## src/sv/acet_pkg.sv

```systemverilog
// Shared types and constants of the AABB contact event tracker.
package acet_pkg;

   typedef enum logic [1:0] {
      EV_NONE  = 2'd0,
      EV_BEGIN = 2'd1,
      EV_STAY  = 2'd2,
      EV_END   = 2'd3
   } event_type;

   typedef enum logic {
      ST_CLEAR = 1'b0,
      ST_RUN   = 1'b1
   } clr_state_type;

   localparam int unsigned QUEUE_DEPTH = 2;
   localparam int unsigned QPTR_BITS   = 1;
   localparam int unsigned QCNT_BITS   = 2;

endpackage

```

## src/sv/acet_queue.sv

```systemverilog
// Two-entry queue between the classify front and the contact-bit back.
module acet_queue import acet_pkg::*; #(
   parameter type pair_type = logic
) (
   input  logic     clock,
   input  logic     reset,
   input  logic     push_valid,
   output logic     push_ready,
   input  pair_type push_item,
   output logic     pop_valid,
   input  logic     pop_ready,
   output pair_type pop_item
);

   pair_type               slot_ff [QUEUE_DEPTH];
   logic [QPTR_BITS-1:0]   wr_ptr_ff, wr_ptr_in;
   logic [QPTR_BITS-1:0]   rd_ptr_ff, rd_ptr_in;
   logic [QCNT_BITS-1:0]   count_ff, count_in;
   logic                   push_fire, pop_fire;

   assign push_ready = count_ff < QCNT_BITS'(QUEUE_DEPTH);
   assign pop_valid  = count_ff != '0;
   assign pop_item   = slot_ff[rd_ptr_ff];
   assign push_fire  = push_valid && push_ready;
   assign pop_fire   = pop_valid && pop_ready;

   always_comb begin
      wr_ptr_in = push_fire ? wr_ptr_ff + 1'b1 : wr_ptr_ff;
      rd_ptr_in = pop_fire ? rd_ptr_ff + 1'b1 : rd_ptr_ff;
      count_in  = count_ff;
      if (push_fire && !pop_fire) begin
         count_in = count_ff + 1'b1;
      end else if (pop_fire && !push_fire) begin
         count_in = count_ff - 1'b1;
      end
   end

   always_ff @(posedge clock) begin
      if (reset) begin
         wr_ptr_ff <= '0;
         rd_ptr_ff <= '0;
         count_ff  <= '0;
      end else begin
         wr_ptr_ff <= wr_ptr_in;
         rd_ptr_ff <= rd_ptr_in;
         count_ff  <= count_in;
      end
   end

   always_ff @(posedge clock) begin
      if (push_fire) begin
         slot_ff[wr_ptr_ff] <= push_item;
      end
   end

endmodule

```

## config.mk

```make
export PLATFORM = sky130hd
export DESIGN_NAME = acet_queue
export DESIGN_NICKNAME = d
export VERILOG_FILES = /design/src/sv/acet_pkg.sv /design/src/sv/acet_queue.sv
export SDC_FILE = /design/constraint.sdc
export NUM_CORES = 1
export LEC_CHECK = 0
export ABC_AREA = 1
export BUFFER_PORTS_ARGS = -buffer_cell sky130_fd_sc_hd__clkbuf_2
export CAP_MARGIN = 20
export CORE_AREA = 10 10 47 49
export DETAILED_ROUTE_END_ITERATION = 8
export DIE_AREA = 0 0 57 59
export GPL_TIMING_DRIVEN = 0
export HOLD_SLACK_MARGIN = 0.15
export PLACE_DENSITY_LB_ADDON = 0.3
export RECOVER_POWER = 100
export SLEW_MARGIN = 15
export SYNTH_ARGS = -nofsm -noshare
export SYNTH_HDL_FRONTEND = slang
export SYNTH_SLANG_ARGS = --single-unit
```

## constraint.sdc

```tcl
create_clock -name clock -period 2 [get_ports clock]
set_input_delay 0.6 -clock clock [delete_from_list [all_inputs] [get_ports clock]]
set_output_delay 0.6 -clock clock [all_outputs]
set_load 0.01 [all_outputs]
```

==> key figures <==
Outcome
  • Status: finished clean

GRT
  • Vias in the first global route: 230
  • First-pass GRT wire length: 931 um
  • Largest net degree at the start of global routing: 5
  • Initial antenna violation count: 0
  • GRT overflow: 0
  • Total global routing track utilization: 3.86%

Route
  • WL final: 559 um
  • Drt pass-1 iters: 4
  • Antenna-violating nets left: 0
  • WL per Instance: 8.60 um
  • Initial drt markers: 2
  • Vias per inst: 3.85
  • DR vias: 250
  • Post-route DRC: 0

Synth
  • Mapped Area: 315 um^2
  • Distinct cells, synth: 14
  • Post-Synth XOR/XNOR Area: 0%
  • YS warnings: 0
  • Synthesized Nets: 44
  • Seq cells post-synth: 7
  • Mapped Cells: 38
  • Adder-Cell Fraction of Synth Area: 3.97%
  • Largest family of logic cells by synthesized area: simple AND/OR/NAND/NOR gates
  • Synth Area in Simple Gates: 27.4%
  • Average size of a mapped cell: 8.30 um^2
  • Post-synthesis mux area share: 3.57%
  • Sequential-to-total area share from yosys stat: 50.8%
  • Compound-cell area share of the yosys netlist: 4.76%

Power
  • Psw: 215 uW
  • Gate power share: 40.5%
  • Peak VDD IR: 0.589 mV
  • Sw frac: 37.9%
  • Pint: 352 uW
  • Cell area power density: 1460 nW/um^2
  • Sequential Power Share: 37.1%
  • Clock power share: 22.4%
  • Leak: 0.000184 uW

Finish
  • Final Instance Area: 387 um^2
  • Layout cells sized above 1: 20.4%
  • Final net count: 56
  • Area grow syn2layout: 22.6%
  • # diodes: 0

Worst setup path
  • CP Buf/Inv Count: 1
  • CP Capture Type: output port
  • Worst path required time: 1.40 ns
  • Beginning of the worst register-to-register path: count_ff[1]
  • CP Launch Type: register
  • Critical Path Max Stage Delay: 0.32 ns
  • Slowest cell on crit path: mux2_2
  • Cell family with most CP delay: multiplexers
  • Crit path cell chain: mux2_2, clkbuf_1
  • Arrival time worst endpoint: 1.01 ns
  • Path type of the worst setup path: register to output port
  • Critical path peak fanout: 1

Clock network
  • Worst-Skew Late Latency: 0.25 ns
  • CTS tree: yes
  • CTS sink cnt: 7
  • PostCTS Resize Cnt: 0
  • Root Buffer Master: clkbuf_4
  • Clock Path Buffers: 2
  • H-tree levels: 1
  • Setup Fix Bufs, Post-CTS: 0
  • # hold bufs at CTS: 0
  • TritonCTS Buffers: 3
  • Clock-pin slew of the registers on the worst-case setup and hold paths: 0.05 ns

Place
  • Pre-CTS WS: 0.474 ns
  • DP HPWL: 463 um
  • Post-DP Area: 370 um^2
  • Gpl congestion: 0.676
  • Port-buffer cells: 7

Floorplan
  • Die ar.: 3360 um^2
  • Die Ht: 59 um
  • Die width: 57 um
  • Initial Util: 22.5%
  • Placeable Area: 1400 um^2
  • Boundary Pins: 8
  • Row count: 14

Timing
  • Final min period: 1.61 ns
  • Slew @ Worst Pin: 0.199 ns
  • TNS Setup: 0 ns
  • Final Cycle Share: 80.5%
  • Clock skew: 0.000489 ns
  • Setup WS post-layout: 0.389 ns
  • Achievable Freq: 621 MHz
  • Slew headroom: 86.7%
  • Hold Violations, Final: 0
  • Setup violations, final: 0
  • RSZ-0062 raised after global routing: no
  • Max Slew Vio Count: 0

Min path
  • HP Start: rd_ptr_ff
  • Hold crit path type: register to register

Flow run
  • Max-cap violations: 0
## cells in the mapped netlist
master / count / area share, %
edfxtp_1: 2 / 19
ha_1: 1 / 4.0
dfxtp_1: 5 / 32
nor2_1: 6 / 7.1
nand3_1: 2 / 3.2
a21oi_1: 2 / 3.2
inv_2: 2 / 2.4
mux2_2: 1 / 3.6
nand4_1: 1 / 2.0
nor3_2: 1 / 3.2
nand2_1: 5 / 6.0
inv_1: 6 / 7.1
o21ai_0: 1 / 1.6
nand2_2: 3 / 6.0
## final timing paths
kind | slack (ns) | endpoint | cells after the start
setup reg to reg | 0.73 | count_ff[1] | 9
setup / recovery | 0.39 | pop_item | 2
hold / removal | 0.50 | rd_ptr_ff | 2
hold reg to reg | 0.50 | rd_ptr_ff | 2
## cell usage in the layout (no fill, tap or decap), types with 2 or more instances in the layout
cell type,instances
nand3_1,2
inv_1,7
clkbuf_2,3
dfxtp_1,5
edfxtp_1,2
a21oi_1,2
clkbuf_4,3
nor2_1,6
nand2_1,7
clkbuf_1,5
## metal layers
metal / track usage, % / vias to the layer above / wire, um
li1: - / 141 / -
met1: 3.95 / 101 / 252
met2: 4.50 / 8 / 233
met3: 5.15 / 0 / 73
met4: 1.01 / 0 / 0
met5: 0 / - / 0
## power groups by stage
stage                     registers [uW]  logic, uW  clock network, uW
after floorplan                      212        187                  0
after global placement               216        249                  0
after detailed placement             215        252                  0
after CTS                            212        253                133
after global routing                 214        269                140
final                                210        229                127
## per-stage QoR
step / std cells / util [%] / total power (uW) / hold WS, ns
2_1_floorplan: 38 / - / 399 / 0.465
3_3_place_gp: 61 / 26.4 / 465 / 0.492
3_5_place_dp: 61 / 26.4 / 467 / 0.492
4_1_cts: 65 / 28.3 / 598 / 0.505
5_1_grt: 65 / 27.6 / 623 / 0.514
6_report: 65 / 27.6 / 566 / 0.497
## cell type report
type / count / area [um^2]
multi-input combinational: 23 / 120
tap: 16 / 20.0
clock buffer: 4 / 26.3
sequential: 7 / 160
fill: 162 / 1010
timing repair buffer: 7 / 30.0
inverter: 8 / 30.0
## tightest hold or removal path: cells and delay by family (launching register included)
family / cells / cell delay (ns)
flops: 1 / 0.32
simple gates: 1 / 0.08
compound gates: 1 / 0.05
## kinds of logic after synthesis
family                   Yosys count
AO/OA/AOI/OAI                      3
buffers and inverters              8
flip-flops                         7
multiplexers                       1
AND/OR/NAND/NOR                   18
adder cells (fa/ha/maj)            1
No activity file was read; power rests on OpenSTA's default activity.
